--- src/hdl/prd_pkg.sv ---
package prd_pkg;

    // Blob layout.
    localparam int HDR_BYTES  = 6;
    localparam int GROUP_LAST = 11;

    localparam logic [7:0] CHANNELS = 8'd3;

    // Header position and byte phase codes.
    localparam logic [2:0] HDR_POS_FORMAT  = 3'd0;
    localparam logic [2:0] HDR_POS_CHANNEL = 3'd1;
    localparam logic [2:0] HDR_POS_CNT0    = 3'd2;
    localparam logic [2:0] HDR_POS_CNT3    = 3'd5;
    localparam logic [2:0] HDR_POS_DONE    = 3'(HDR_BYTES);
    localparam logic [3:0] PHASE_LAST      = 4'(GROUP_LAST);

    // Word slots within one group.
    localparam logic [1:0] WORD_X = 2'd0;
    localparam logic [1:0] WORD_Y = 2'd1;
    localparam logic [1:0] WORD_P = 2'd2;

    // Status codes.
    localparam logic [2:0] ST_OK         = 3'd0;
    localparam logic [2:0] ST_TRUNC_HDR  = 3'd1;
    localparam logic [2:0] ST_BAD_FORMAT = 3'd2;
    localparam logic [2:0] ST_BAD_CHAN   = 3'd3;
    localparam logic [2:0] ST_ZERO_COUNT = 3'd4;
    localparam logic [2:0] ST_SIZE_ERR   = 3'd5;

    localparam logic [7:0] FORMAT_ID_RESET = 8'd1;

    // One result item.
    typedef struct packed {
        logic        point_valid;
        logic [31:0] x_bits;
        logic [31:0] y_bits;
        logic [31:0] pressure_bits;
        logic        done_res;
        logic [2:0]  status;
    } prd_result_t;

endpackage

--- src/hdl/point_record_deframer.sv ---
// Point record deframer.
// The blob enters one byte per transfer on the s_ channel: s_tdata carries
// the byte and s_tlast marks the final byte. A six-byte header (format byte,
// channel byte, little-endian 32-bit point count) is followed by 12-byte
// groups, each giving one point of three little-endian 32-bit words.
// A result transfer leaves on the m_ channel when a group completes a valid
// point (m_tuser high) and on the final byte (m_tlast high, status in
// m_tdata); one transfer carries both when the final byte completes a point.
// Points are sent before the status is known, so a consumer drops the points
// of a blob whose final status is nonzero.
// The expected format byte is written on the cfg_ channel; the user must
// write it only while idle, as the block itself does not enforce this.
// Throughput: one byte per cycle while s_tready is high, set by the
// combinational header and word update logic feeding the output register.
// When the receiver stalls, one further result is held in a skid entry and
// s_tready then drops until the output register drains.
// Reset clears all blob state but the word assembly registers and sets the
// expected format byte to 1; no result is pending after reset.
module point_record_deframer
    import prd_pkg::*;
(
    input  logic         clk,
    input  logic         rst_n,
    // Configuration write: expected format byte.
    input  logic         cfg_valid,
    output logic         cfg_ready,
    input  logic [7:0]   cfg_data,
    // s_tdata: data_byte [7:0]
    input  logic         s_tvalid,
    output logic         s_tready,
    input  logic [7:0]   s_tdata,
    input  logic         s_tlast,
    // m_tdata: x_bits [31:0], y_bits [63:32], pressure_bits [95:64],
    // status [98:96], zero fill [103:99]
    output logic         m_tvalid,
    input  logic         m_tready,
    output logic [103:0] m_tdata,
    // m_tuser: point_valid [0]
    output logic         m_tuser,
    output logic         m_tlast
);

    logic        accept;
    logic        has_result;
    prd_result_t result;
    prd_result_t out_data;

    assign cfg_ready = 1'b1;
    assign accept    = s_tvalid && s_tready;

    prd_parser u_parser (
        .clk         (clk),
        .rst_n       (rst_n),
        .cfg_write   (cfg_valid),
        .cfg_data    (cfg_data),
        .accept      (accept),
        .data_byte   (s_tdata),
        .end_of_blob (s_tlast),
        .has_result  (has_result),
        .result      (result)
    );

    prd_out_buf u_out_buf (
        .clk       (clk),
        .rst_n     (rst_n),
        .in_valid  (accept && has_result),
        .in_ready  (s_tready),
        .in_data   (result),
        .out_valid (m_tvalid),
        .out_ready (m_tready),
        .out_data  (out_data)
    );

    // Pack the result onto the master side.
    assign m_tdata = {5'd0, out_data.status, out_data.pressure_bits,
                      out_data.y_bits, out_data.x_bits};
    assign m_tuser = out_data.point_valid;
    assign m_tlast = out_data.done_res;

endmodule

--- src/hdl/prd_parser.sv ---
module prd_parser
    import prd_pkg::*;
(
    input  logic        clk,
    input  logic        rst_n,
    input  logic        cfg_write,
    input  logic [7:0]  cfg_data,
    input  logic        accept,
    input  logic [7:0]  data_byte,
    input  logic        end_of_blob,
    output logic        has_result,
    output prd_result_t result
);

    logic [7:0]  format_id_reg;
    logic [2:0]  hdr_pos_reg, hdr_pos_next;
    logic [31:0] count_reg, count_next;
    logic [3:0]  phase_reg, phase_next;
    logic [31:0] points_reg, points_next;
    logic        excess_reg, excess_next;
    logic [2:0]  err_reg, err_next;
    logic [31:0] word_reg [3];
    logic [31:0] word_next [3];
    logic        emit;
    logic [2:0]  status_val;
    logic [1:0]  word_sel;
    logic [1:0]  byte_sel;
    logic [1:0]  cnt_sel;

    assign word_sel = phase_reg[3:2];
    assign byte_sel = phase_reg[1:0];
    assign cnt_sel  = 2'(hdr_pos_reg - HDR_POS_CNT0);

    // Header checks, word assembly and group completion for the current byte.
    always_comb
    begin
        hdr_pos_next = hdr_pos_reg;
        count_next   = count_reg;
        phase_next   = phase_reg;
        points_next  = points_reg;
        excess_next  = excess_reg;
        err_next     = err_reg;
        word_next    = word_reg;
        emit         = 1'b0;
        if (hdr_pos_reg < HDR_POS_DONE)
        begin
            if (hdr_pos_reg == HDR_POS_FORMAT)
            begin
                if (err_reg == ST_OK && data_byte != format_id_reg)
                    err_next = ST_BAD_FORMAT;
            end
            else if (hdr_pos_reg == HDR_POS_CHANNEL)
            begin
                if (err_reg == ST_OK && data_byte != CHANNELS)
                    err_next = ST_BAD_CHAN;
            end
            else
            begin
                count_next[8*cnt_sel +: 8] = count_reg[8*cnt_sel +: 8] | data_byte;
                if (hdr_pos_reg == HDR_POS_CNT3 && err_reg == ST_OK && count_next == 32'd0)
                    err_next = ST_ZERO_COUNT;
            end
            hdr_pos_next = hdr_pos_reg + 3'd1;
        end
        else
        begin
            if (byte_sel == 2'd0)
                word_next[word_sel] = {24'd0, data_byte};
            else
                word_next[word_sel][8*byte_sel +: 8] = data_byte;
            if (phase_reg == PHASE_LAST)
            begin
                phase_next = 4'd0;
                if (!excess_reg && points_reg < count_reg)
                begin
                    points_next = points_reg + 32'd1;
                    emit        = (err_reg == ST_OK);
                end
                else
                begin
                    excess_next = 1'b1;
                end
            end
            else
            begin
                phase_next = phase_reg + 4'd1;
            end
        end
    end

    // Final status, in order of precedence.
    always_comb
    begin
        if (hdr_pos_next < HDR_POS_DONE)
            status_val = ST_TRUNC_HDR;
        else if (err_next != ST_OK)
            status_val = err_next;
        else if (excess_next || phase_next != 4'd0 || points_next != count_next)
            status_val = ST_SIZE_ERR;
        else
            status_val = ST_OK;
    end

    // Result item for the current byte.
    always_comb
    begin
        has_result           = emit || end_of_blob;
        result.point_valid   = emit;
        result.x_bits        = emit ? word_next[WORD_X] : 32'd0;
        result.y_bits        = emit ? word_next[WORD_Y] : 32'd0;
        result.pressure_bits = emit ? word_next[WORD_P] : 32'd0;
        result.done_res      = end_of_blob;
        result.status        = end_of_blob ? status_val : ST_OK;
    end

    // Blob state; the final byte resets all of it but the format byte.
    always_ff @(posedge clk or negedge rst_n)
    begin
        if (!rst_n)
        begin
            format_id_reg <= FORMAT_ID_RESET;
            hdr_pos_reg   <= HDR_POS_FORMAT;
            count_reg     <= 32'd0;
            phase_reg     <= 4'd0;
            points_reg    <= 32'd0;
            excess_reg    <= 1'b0;
            err_reg       <= ST_OK;
        end
        else
        begin
            if (cfg_write)
                format_id_reg <= cfg_data;
            if (accept)
            begin
                if (end_of_blob)
                begin
                    hdr_pos_reg <= HDR_POS_FORMAT;
                    count_reg   <= 32'd0;
                    phase_reg   <= 4'd0;
                    points_reg  <= 32'd0;
                    excess_reg  <= 1'b0;
                    err_reg     <= ST_OK;
                end
                else
                begin
                    hdr_pos_reg <= hdr_pos_next;
                    count_reg   <= count_next;
                    phase_reg   <= phase_next;
                    points_reg  <= points_next;
                    excess_reg  <= excess_next;
                    err_reg     <= err_next;
                end
            end
        end
    end

    // Word assembly registers; every word is rewritten from its low byte up.
    always_ff @(posedge clk)
    begin
        if (accept)
            word_reg <= word_next;
    end

`ifndef NO_ASSERTIONS
    a_phase_range: assert property (@(posedge clk) disable iff (!rst_n)
        phase_reg <= PHASE_LAST)
        else $error("byte phase out of range");
    a_phase_after_hdr: assert property (@(posedge clk) disable iff (!rst_n)
        phase_reg != 4'd0 |-> hdr_pos_reg == HDR_POS_DONE)
        else $error("payload phase advanced inside the header");
    a_points_bound: assert property (@(posedge clk) disable iff (!rst_n)
        points_reg <= count_reg)
        else $error("more points counted than declared");
    a_emit_clean: assert property (@(posedge clk) disable iff (!rst_n)
        emit |-> err_reg == ST_OK && !excess_reg)
        else $error("point emitted after an error or excess group");
`endif

endmodule

--- src/hdl/prd_out_buf.sv ---
module prd_out_buf
    import prd_pkg::*;
(
    input  logic        clk,
    input  logic        rst_n,
    input  logic        in_valid,
    output logic        in_ready,
    input  prd_result_t in_data,
    output logic        out_valid,
    input  logic        out_ready,
    output prd_result_t out_data
);

    logic        out_valid_reg;
    logic        skid_valid_reg;
    prd_result_t out_data_reg;
    prd_result_t skid_data_reg;
    logic        take_out;

    assign take_out  = out_valid_reg && out_ready;
    assign in_ready  = !skid_valid_reg;
    assign out_valid = out_valid_reg;
    assign out_data  = out_data_reg;

    // Output register with one skid entry behind it.
    always_ff @(posedge clk or negedge rst_n)
    begin
        if (!rst_n)
        begin
            out_valid_reg  <= 1'b0;
            skid_valid_reg <= 1'b0;
        end
        else if (skid_valid_reg)
        begin
            if (take_out)
                skid_valid_reg <= 1'b0;
        end
        else if (in_valid)
        begin
            if (!out_valid_reg || take_out)
                out_valid_reg <= 1'b1;
            else
                skid_valid_reg <= 1'b1;
        end
        else if (take_out)
        begin
            out_valid_reg <= 1'b0;
        end
    end

    // Payload moves without reset.
    always_ff @(posedge clk)
    begin
        if (skid_valid_reg)
        begin
            if (take_out)
                out_data_reg <= skid_data_reg;
        end
        else if (in_valid)
        begin
            if (!out_valid_reg || take_out)
                out_data_reg <= in_data;
            else
                skid_data_reg <= in_data;
        end
    end

`ifndef NO_ASSERTIONS
    a_skid_behind_out: assert property (@(posedge clk) disable iff (!rst_n)
        skid_valid_reg |-> out_valid_reg)
        else $error("skid entry held with empty output register");
    a_skid_fill: assert property (@(posedge clk) disable iff (!rst_n)
        $rose(skid_valid_reg) |-> $past(out_valid_reg && !out_ready))
        else $error("skid entry filled while output was free");
    a_skid_refill: assert property (@(posedge clk) disable iff (!rst_n)
        skid_valid_reg && out_ready |=> out_valid_reg && !skid_valid_reg)
        else $error("skid entry not moved to output");
`endif

endmodule

--- config.mk ---
export PLATFORM = sky130hd
export DESIGN_NAME = point_record_deframer
export DESIGN_NICKNAME = d
export VERILOG_FILES = /design/src/hdl/prd_pkg.sv /design/src/hdl/point_record_deframer.sv /design/src/hdl/prd_parser.sv /design/src/hdl/prd_out_buf.sv
export SDC_FILE = /design/constraint.sdc
export NUM_CORES = 1
export LEC_CHECK = 0
export BUFFER_PORTS_ARGS = -buffer_cell sky130_fd_sc_hd__buf_2
export CORE_UTILIZATION = 50
export DETAILED_ROUTE_END_ITERATION = 16
export PLACE_DENSITY = 0.68
export RECOVER_POWER = 100
export SLEW_MARGIN = 25
export SYNTH_ARGS = -nofsm -noshare
export SYNTH_HDL_FRONTEND = slang
export SYNTH_SLANG_ARGS = --single-unit
--- constraint.sdc ---
create_clock -name clk -period 27.1 [get_ports clk]
set_input_delay 5.42 -clock clk [delete_from_list [all_inputs] [get_ports clk]]
set_output_delay 5.42 -clock clk [all_outputs]
set_load 0.05 [all_outputs]
==> out/summary.txt, run 1 <==
Commonest non-fill, non-tap cell in the layout -> edfxtp_1
FILL cells -> 3468
Achievable Freq -> 80.98 MHz
Vias -> 15800
Reg area -> 11080 um^2
Status -> finished, violations left
Post-CTS Resized -> 0
Leading area contributor after synthesis -> edfxtp_1
Min Hold Slack -> 0.5245 ns
DR pass1 iterations -> 6
Cells along the critical path -> clkbuf_1, clkinv_1, a21boi_0, nand2_1, nor3b_1, clkbuf_1, clkbuf_1
Crit end category -> flop
FP Rows -> 73
Initial DRC Count -> 1691
Slew Limit Fails -> 414
Hold Fails Final Rpt -> 0
Area occupied by multi-input gates -> 8601 um^2
Slowest cell delay on critical path -> 3.05 ns
First-pass GRT wire length -> 87700 um
Clock transition at path regs -> 0.06 ns
Ys async rst share -> 22.19%
Vias in the first global route -> 14850
Synth top area cells -> edfxtp_1 43%, dfrtp_1 10%, mux2_2 4.5%
Yosys cell types -> 97
Failing checks -> capacitance limit, slew limit
Hold_sp -> u_out_buf.skid_data_reg[70]
Total die area -> 41960 um^2
Worst Setup SP -> s_tlast
Ys flop type -> edfxtp_1
ANT nets after route -> 0
Initial core utilization -> 51.19%
Max-Slew Margin vs Limit -> -183.5%
R2r startpoint -> u_parser.points_reg[29]
Gpl congestion -> 0.9301
Avg WL per Cell -> 22.96 um
Post-synth EDFFs -> 298
Yosys reg bits -> 383
Peak supply drop -> 0.00006465 V
DP HPWL -> 37080 um
CP Data Arrival Time -> 12.41 ns
CTS sink count -> 383
Critical Path RT -> 27.17 ns
Post-Route WL -> 57570 um
CORE AREA -> 40190 um^2
Initial antenna violation count -> 0
CTS buffer count -> 40
Clock Tree Buf Depth -> 3
Crit start category -> primary input
Max Cap Viol -> 8
Synth-to-layout area growth -> 10.21%
Critical path's slowest cell -> clkbuf_1
Most frequent cells in the layout -> 298 x edfxtp_1, 205 x nand2_1, 143 x o21ai_0
H-tree levels -> 2
Final Setup Violations -> 0
Worst-Margin Slew -> 4.252 ns
Die Wd -> 204.8 um
Dpl cell area -> 21510 um^2
Post-synthesis sequential area ratio -> 53.84%
Total GRT Usage -> 27.34%
RSZ-0062 raised after global routing -> no
Hold-fix buffers, CTS -> 0
Leak -> 0.008744 uW
GR Overflow Total -> 0
Gate Count Post-Synth -> 1893
Avg Inst Size Synth -> 10.87 um^2
# Post-CTS Setup Buffers -> 0
YS warnings -> 0
HP Class -> reg2reg
Area fraction of the dominant cell type after synthesis -> 43.50%
PD cells -> 100.9 nW/um^2
Cell mode on critical path -> clkbuf_1
Setup Skew -> 0.03092 ns
Period utilization -> 45.57%
CTS tree -> built
CP Buf/Inv Count -> 4
Crit path max-delay family -> buffers and inverters
Fin crit period -> 12.35 ns
ANT cells -> 0
Critical path type -> in2reg
Die H -> 204.8 um
Fraction of layout cells with a size suffix above 1 -> 10.04%
Design area -> 22670 um^2
Setup TNS -> 0 ns
Via density -> 6.301
Clock root buffer -> clkbuf_16
Ports -> 131
Port bufs -> 124
Post-Synthesis Cell Area -> 20570 um^2
Clk_lat worst skew -> 0.59 ns
Crit-path max FO -> 76
Largest net degree at the start of global routing -> 79
Nets@finish -> 2017
DRC -> 0
-- Yosys cell counts (45+ instances only) --
cell and n:
mux2i_1 45, nor2_1 81, edfxtp_1 298, a21oi_1 92, and3_1 82, dfrtp_1 84, mux2_2 82, nor3_1 76
nand2_1 205, clkbuf_1 111, o21ai_0 143, inv_1 77
-- cell type report --
| class | count | area share (%) |
|---|---|---|
| Sequential cell | 383 | 48.86 |
| Multi-Input combinational cell | 1291 | 37.93 |
| Clock buffer | 47 | 4.713 |
| Timing Repair Buffer | 158 | 3.074 |
| Tap cell | 525 | 2.897 |
| Inverter | 78 | 1.297 |
| Clock inverter | 25 | 1.231 |
-- metrics by stage --
stage,cells,total power (uW),worst slack (ns),util [%]
6_report,2507,2287,14.75,56.42
5_1_grt,2507,2394,14.15,56.42
4_1_cts,2505,2292,18.27,56.88
3_5_place_dp,2433,1713,17.72,53.53
3_3_place_gp,2432,1695,17.47,53.50
2_1_floorplan,1897,1498,12.75,-
-- worst paths after layout --
path                                                     to  slack [ns]  cells after the start
worst max register to register  u_out_buf.skid_data_reg[25]       17.91                     13
worst min-delay path                 u_out_buf.out_data[70]        0.52                      2
max in group asynchronous             u_parser.phase_reg[0]       17.76                      2
worst min register to register       u_out_buf.out_data[70]        0.52                      2
worst max-delay path            u_out_buf.skid_data_reg[25]       14.75                      7
min in group asynchronous             u_parser.count_reg[4]        5.28                      1
-- metal layers --
| layer | wire length (um) | vias up | GRT usage, % |
|---|---|---|---|
| li1 | - | 7223 | - |
| met1 | 25140 | 7734 | 39.00 |
| met5 | 0 | - | 0 |
| met4 | 2058 | 0 | 11.59 |
| met3 | 4751 | 110 | 4.979 |
| met2 | 25610 | 729 | 40.81 |
-- worst register-to-register path: stages (launching register included) --
cell	delay (ns)
dfrtp_1	0.52
ha_1	0.38
a21o_1	0.16
a21o_1	0.18
a2111oi_2	0.50
nand4_1	0.50
nor2_4	0.24
nand2_1	0.07
clkbuf_1	0.86
a21boi_0	0.62
nand2_1	0.18
nor3b_1	0.24
clkbuf_1	1.08
clkbuf_1	3.06
-- logic make-up after synthesis --
logic type / after synthesis / share of synthesized area, %
multiplexers: 128 / 6.787
other: 2 / 0.03651
AO/OA/AOI/OAI: 471 / 15.19
buffers and inverters: 223 / 4.476
adder cells (fa/ha/maj): 43 / 2.615
XOR/XNOR: 49 / 2.220
AND/OR/NAND/NOR: 594 / 14.83
flip-flops: 383 / 53.84
-- power by group --
part / internal [uW] / switching, uW / total (uW)
clock network: 333 / 243 / 576
logic: 240 / 591 / 831
registers: 790 / 91.1 / 881
Power figures use the tool's default switching activity.
==> run 2, diff against run 1 <==
==> constraint.sdc (replaced) <==
create_clock -name clk -period 12.08 [get_ports clk]
set_input_delay 2.416 -clock clk [delete_from_list [all_inputs] [get_ports clk]]
set_output_delay 2.416 -clock clk [all_outputs]
set_load 0.05 [all_outputs]
==> out/summary.txt, run 2 (same netlist as run 1, synthesis figures left out) <==
Status -> finished, violations left
Failing checks -> capacitance limit, slew limit
CTS tree -> built
First-pass GRT wire length -> 87420 um
DP HPWL -> 37430 um
Max Cap Viol -> 9
CP Data Arrival Time -> 8.05 ns
WHS Endpoint -> u_out_buf.out_data[71]
Nets@finish -> 2016
Commonest non-fill, non-tap cell in the layout -> edfxtp_1
Crit start category -> primary input
Via density -> 6.263
GR Overflow Total -> 0
Total die area -> 41960 um^2
Hold Crit Depth -> 2
Dpl cells -> 2432
Hold Fails Final Rpt -> 0
Clock root buffer -> clkbuf_16
Clock Tree Buf Depth -> 3
RSZ-0062 raised after global routing -> no
Initial antenna violation count -> 0
Setup Skew -> 0.03586 ns
Hold-fix buffers, CTS -> 0
Final Setup Violations -> 0
CTS buffer count -> 42
Slew Limit Fails -> 384
Fin crit period -> 7.862 ns
Internal power consumption -> 3026 uW
Reg2reg setup slack -> 4.72 ns
Critical path's slowest cell -> clkbuf_1
Crit path max-delay family -> buffers and inverters
DRC -> 0
Post-CTS Resized -> 0
Die H -> 204.8 um
Flop pwr share -> 38.6%
Critical Path RT -> 12.27 ns
Pwr Total -> 5089 uW
Peak supply drop -> 0.0001093 V
Clock transition at path regs -> 0.06 ns
Dpl cell area -> 21500 um^2
HP Class -> reg2reg
Total GRT Usage -> 27.24%
Initial core utilization -> 51.19%
Most frequent cells in the layout -> 298 x edfxtp_1, 206 x nand2_1, 143 x o21ai_0
Vias in the first global route -> 14820
Initial DRC Count -> 1452
Max-Slew Margin vs Limit -> -128.5%
CTS sink count -> 383
Avg WL per Cell -> 22.86 um
Clock power share -> 25.1%
Ports -> 131
Port bufs -> 124
Fraction of layout cells with a size suffix above 1 -> 9.839%
Worst-Margin Slew -> 3.427 ns
FILL cells -> 3458
Synth-to-layout area growth -> 9.847%
PD cells -> 225.2 nW/um^2
R2r startpoint -> u_parser.points_reg[29]
NetSw -> 2063 uW
Switch share -> 40.54%
Largest net degree at the start of global routing -> 79
Cells along the critical path -> buf_2, clkbuf_1, clkinv_1, a21boi_0, nand2_1, a22oi_1, buf_4
CP Buf/Inv Count -> 4
Non-filler cells, final -> 2507
Worst r2r path cells -> 12
Achievable Freq -> 127.2 MHz
DR pass1 iterations -> 5
ANT nets after route -> 0
Design area -> 22600 um^2
Die Wd -> 204.8 um
H-tree levels -> 2
Post-Route WL -> 57310 um
Period utilization -> 65.08%
Leak -> 0.008695 uW
ANT cells -> 0
FP Rows -> 73
Setup TNS -> 0 ns
Reg-to-Reg End -> u_out_buf.skid_data_reg[0]
Vias -> 15700
CORE AREA -> 40190 um^2
# Post-CTS Setup Buffers -> 0
Crit end category -> flop
Hold_sp -> u_out_buf.skid_data_reg[71]
Crit-path max FO -> 77
Critical path type -> in2reg
Comb pwr share -> 36.3%
Min Hold Slack -> 0.5242 ns
Clk_lat worst skew -> 0.59 ns
Slowest cell delay on critical path -> 1.67 ns
Gpl congestion -> 0.9670
==> run 2: layer usage <==
layer / vias to the layer above / routed length (um) / global-route usage (%) / part of all wire [%]
met3: 128 / 4437 / 5.154 / 7.7
met2: 680 / 25410 / 40.81 / 44
met1: 7685 / 25530 / 38.74 / 45
met4: 0 / 1934 / 11.19 / 3.4
li1: 7209 / - / - / -
met5: - / 0 / 0 / 0
==> run 2: area by class of cell <==
cell class | instances | area [um^2] | area share (%)
clock inverters | 22 | 203.9 | 0.9025
clock buffers | 53 | 1144 | 5.061
inverters | 78 | 294.0 | 1.301
repair buffers | 155 | 676.9 | 2.995
well taps | 525 | 656.9 | 2.907
flip-flops and latches | 383 | 11080 | 49.02
multi-input cells | 1291 | 8546 | 37.82
==> run 2: power groups by stage <==
| stage | Combinational [uW] | Clock (uW) | Sequential, uW |
|---|---|---|---|
| final | 1850 | 1280 | 1960 |
| after global routing | 1990 | 1350 | 1990 |
| after CTS | 1870 | 1300 | 1950 |
| after detailed placement | 1860 | 0 | 1980 |
| after global placement | 1840 | 0 | 1970 |
| after floorplan | 1130 | 0 | 2230 |
==> run 2: worst register-to-register path, delay by kind of cell (launching register included) <==
family                     cells  cell delay [ns]
DFF                            1             0.51
and+or+nand+nor                3             1.74
muxes                          1             0.42
xor gates and xnor gates       1             0.48
buffers and inverters          1             2.09
AOI/OAI and AO/OA              5             1.47
adders and majority gates      1             0.37
==> run 2: per-stage QoR <==
| stage | worst slack (ns) | utilization (%) |
|---|---|---|
| 2_1_floorplan | 0.7300 | - |
| 3_3_place_gp | 5.883 | 53.50 |
| 3_5_place_dp | 5.759 | 53.50 |
| 4_1_cts | 6.343 | 56.86 |
| 5_1_grt | 3.846 | 56.23 |
| 6_report | 4.218 | 56.23 |
==> run 2: worst max path at each step <==
stage | startpoint | to | slack, ns | depth (start not counted)
global route | s_tlast | u_out_buf.out_data[15] | 3.85 | 7
finish | s_tlast | u_out_buf.out_data[16] | 4.22 | 7
floorplan | s_tlast | u_out_buf.skid_data_reg[0] | 0.73 | 5
CTS | s_tlast | u_out_buf.skid_data_reg[15] | 6.34 | 8
global placement | s_tlast | u_out_buf.skid_data_reg[15] | 5.88 | 8
detailed placement | s_tlast | u_out_buf.skid_data_reg[15] | 5.76 | 8
==> run 3, diff against run 2 <==
--- a/config.mk
+++ b/config.mk
@@ -5,10 +5,11 @@
 export SDC_FILE = /design/constraint.sdc
 export NUM_CORES = 1
 export LEC_CHECK = 0
+export ABC_AREA = 1
 export BUFFER_PORTS_ARGS = -buffer_cell sky130_fd_sc_hd__buf_2
 export CORE_UTILIZATION = 50
 export DETAILED_ROUTE_END_ITERATION = 16
-export PLACE_DENSITY = 0.68
+export PLACE_DENSITY = 0.7
 export RECOVER_POWER = 100
 export SLEW_MARGIN = 25
 export SYNTH_ARGS = -nofsm -noshare
==> constraint.sdc (replaced) <==
create_clock -name clk -period 6.5 [get_ports clk]
set_input_delay 1.3 -clock clk [delete_from_list [all_inputs] [get_ports clk]]
set_output_delay 1.3 -clock clk [all_outputs]
set_load 0.05 [all_outputs]
==> out/summary.txt, run 3 <==
NetSw -> 3511 uW
Slew Limit Fails -> 351
Initial core utilization -> 50.93%
Flop pwr share -> 36.7%
Setup Skew -> 0.01316 ns
Crit end category -> flop
ANT cells -> 0
Synth-to-layout area growth -> 10.78%
Initial DRC Count -> 1520
Most frequent cells in the layout -> 725 x nand2_1, 324 x inv_1, 298 x edfxtp_1
Failing checks -> capacitance limit, slew limit
DR pass1 iterations -> 5
Avg WL per Cell -> 19.16 um
Worst Setup SP -> u_parser.hdr_pos_reg[1]
GR Overflow Total -> 0
Most common library cells after synthesis -> 722 x nand2_1, 322 x inv_1, 298 x edfxtp_1
Leading area contributor after synthesis -> edfxtp_1
Leak -> 0.01009 uW
Area fraction of the dominant cell type after synthesis -> 43.92%
Clk_lat worst skew -> 0.56 ns
Avg Inst Size Synth -> 8.561 um^2
Largest net degree at the start of global routing -> 168
Peak supply drop -> 0.0001894 V
ANT nets after route -> 0
CTS buffer count -> 42
Yosys reg bits -> 383
Vias -> 16690
Clock root buffer -> clkbuf_16
H-tree levels -> 2
Internal power consumption -> 5392 uW
Critical Path RT -> 6.81 ns
FP Rows -> 73
Post-synth EDFFs -> 298
CP Data Arrival Time -> 5.75 ns
DP HPWL -> 40930 um
Ports -> 131
Comb pwr share -> 36.2%
Clock Tree Buf Depth -> 3
Reg area -> 11080 um^2
Vias in the first global route -> 15940
Synth top area cells -> edfxtp_1 44%, nand2_1 13%, dfrtp_1 10%
Final Setup Violations -> 0
YS warnings -> 0
Period utilization -> 83.60%
Design area -> 22570 um^2
Max-Slew Margin vs Limit -> -186.8%
DRC -> 0
Gpl congestion -> 0.9763
CTS sink count -> 383
Die Wd -> 203.9 um
R2r startpoint -> u_parser.hdr_pos_reg[1]
Ys flop type -> edfxtp_1
Post-CTS Resized -> 0
Worst-Margin Slew -> 4.303 ns
Reg2reg setup slack -> 1.07 ns
Clock power share -> 27.2%
Critical path type -> reg2reg
Nets@finish -> 2553
Post-Route WL -> 58340 um
Clock transition at path regs -> 0.06 ns
First-pass GRT wire length -> 90190 um
Fin crit period -> 5.434 ns
Status -> finished, violations left
Total die area -> 41560 um^2
Post-Synthesis Cell Area -> 20380 um^2
RSZ-0062 raised after global routing -> no
# Post-CTS Setup Buffers -> 0
Hold-fix buffers, CTS -> 0
Post-synthesis sequential area ratio -> 54.36%
Crit-path max FO -> 42
Via density -> 5.481
Switch share -> 39.44%
CORE AREA -> 40010 um^2
Most common cell in the netlist -> nand2_1
Crit start category -> flop
Hold Fails Final Rpt -> 0
Die H -> 203.9 um
Worst r2r path cells -> 19
Gate Count Post-Synth -> 2380
Yosys cell types -> 51
CTS tree -> built
Fraction of layout cells with a size suffix above 1 -> 6.270%
Fin util -> 56.42%
FILL cells -> 3702
Port bufs -> 124
Total GRT Usage -> 28.44%
HP Class -> reg2reg
Critical Path End -> u_out_buf.out_data[0]
Initial antenna violation count -> 0
Setup TNS -> 0 ns
Max Cap Viol -> 5
Area occupied by multi-input gates -> 7582 um^2
PD cells -> 394.4 nW/um^2
Ys async rst share -> 22.19%
Commonest non-fill, non-tap cell in the layout -> nand2_1
Dpl cell area -> 21510 um^2
Achievable Freq -> 184.0 MHz
Reg-to-Reg End -> u_out_buf.out_data[0]
==> run 3: area by class of cell <==
cell class                      instances  share of cell area [%]
Clock buffer                           56                   5.072
Inverter                              334                   5.565
Tap cell                              525                   2.910
Multi-Input combinational cell       1582                   33.59
Sequential cell                       383                   49.09
Clock inverter                         20                  0.9922
Timing Repair Buffer                  145                   2.783
==> run 3: critical path, cell delays in order, from the launching register on <==
cell and delay (ns):
dfrtp_1 0.61, inv_1 0.47, ha_1 0.47, inv_1 0.15
nor2_1 0.19, nor2_1 0.06, nand2_1 0.71, inv_2 0.58
o21ai_0 0.72, nand3_1 0.15, nand2_1 0.10, nand2_1 0.05
nor2_1 0.19, nand2_1 0.11, nor3_1 0.15, nand2_1 0.15
nand2_1 0.11, nand2_1 0.05, nand3_1 0.07, nand2_1 0.05
==> run 3: logic make-up (layout without fill, tap and decap cells) <==
group | Yosys count | in the layout | synth area share [%]
buffers and inverters | 419 | 555 | 8.130
adder cells (fa/ha/maj) | 43 | 43 | 2.640
AO/OA/AOI/OAI | 253 | 253 | 7.117
XOR/XNOR | 16 | 16 | 1.105
AND/OR/NAND/NOR | 1264 | 1264 | 26.61
other | 2 | 6 | 0.03686
flip-flops | 383 | 383 | 54.36
==> run 3: how the worst min path moves through the flow <==
stage                           startpoint  cells past startpoint                         to  slack (ns)
6_report         u_parser.format_id_reg[0]                      2  u_parser.format_id_reg[0]        0.50
5_1_grt        u_out_buf.skid_data_reg[60]                      2     u_out_buf.out_data[60]        0.53
4_1_cts          u_parser.format_id_reg[0]                      2  u_parser.format_id_reg[0]        0.50
3_5_place_dp     u_parser.format_id_reg[0]                      2  u_parser.format_id_reg[0]        0.49
3_3_place_gp     u_parser.format_id_reg[0]                      2  u_parser.format_id_reg[0]        0.48
2_1_floorplan    u_parser.format_id_reg[0]                      2  u_parser.format_id_reg[0]        0.47
==> run 3: through the flow <==
stage	cells	total power, uW	hold WS (ns)	worst slack (ns)
after floorplan	2384	5636	0.4685	0.07947
after global placement	2969	6494	0.4815	1.598
after detailed placement	2969	6515	0.4926	1.747
after CTS	3045	8938	0.5049	1.699
after global routing	3045	9378	0.5337	0.7032
final	3045	8903	0.5020	1.066
==> run 3: power groups by stage <==
| stage | sequential [uW] | combinational (uW) | clock (uW) |
|---|---|---|---|
| after floorplan | 3630 | 2010 | 0 |
| after global placement | 3280 | 3210 | 0 |
| after detailed placement | 3290 | 3220 | 0 |
| after CTS | 3250 | 3240 | 2450 |
| after global routing | 3300 | 3530 | 2550 |
| final | 3260 | 3220 | 2420 |
==> run 3: layer usage <==
metal  track usage, %  wire length [um]  up-vias
met5                0                 0        -
met2            46.27             27660      660
met3            3.811              3434      157
met4            14.37              3046        0
li1                 -                 -     7972
met1            37.36             24200     7900
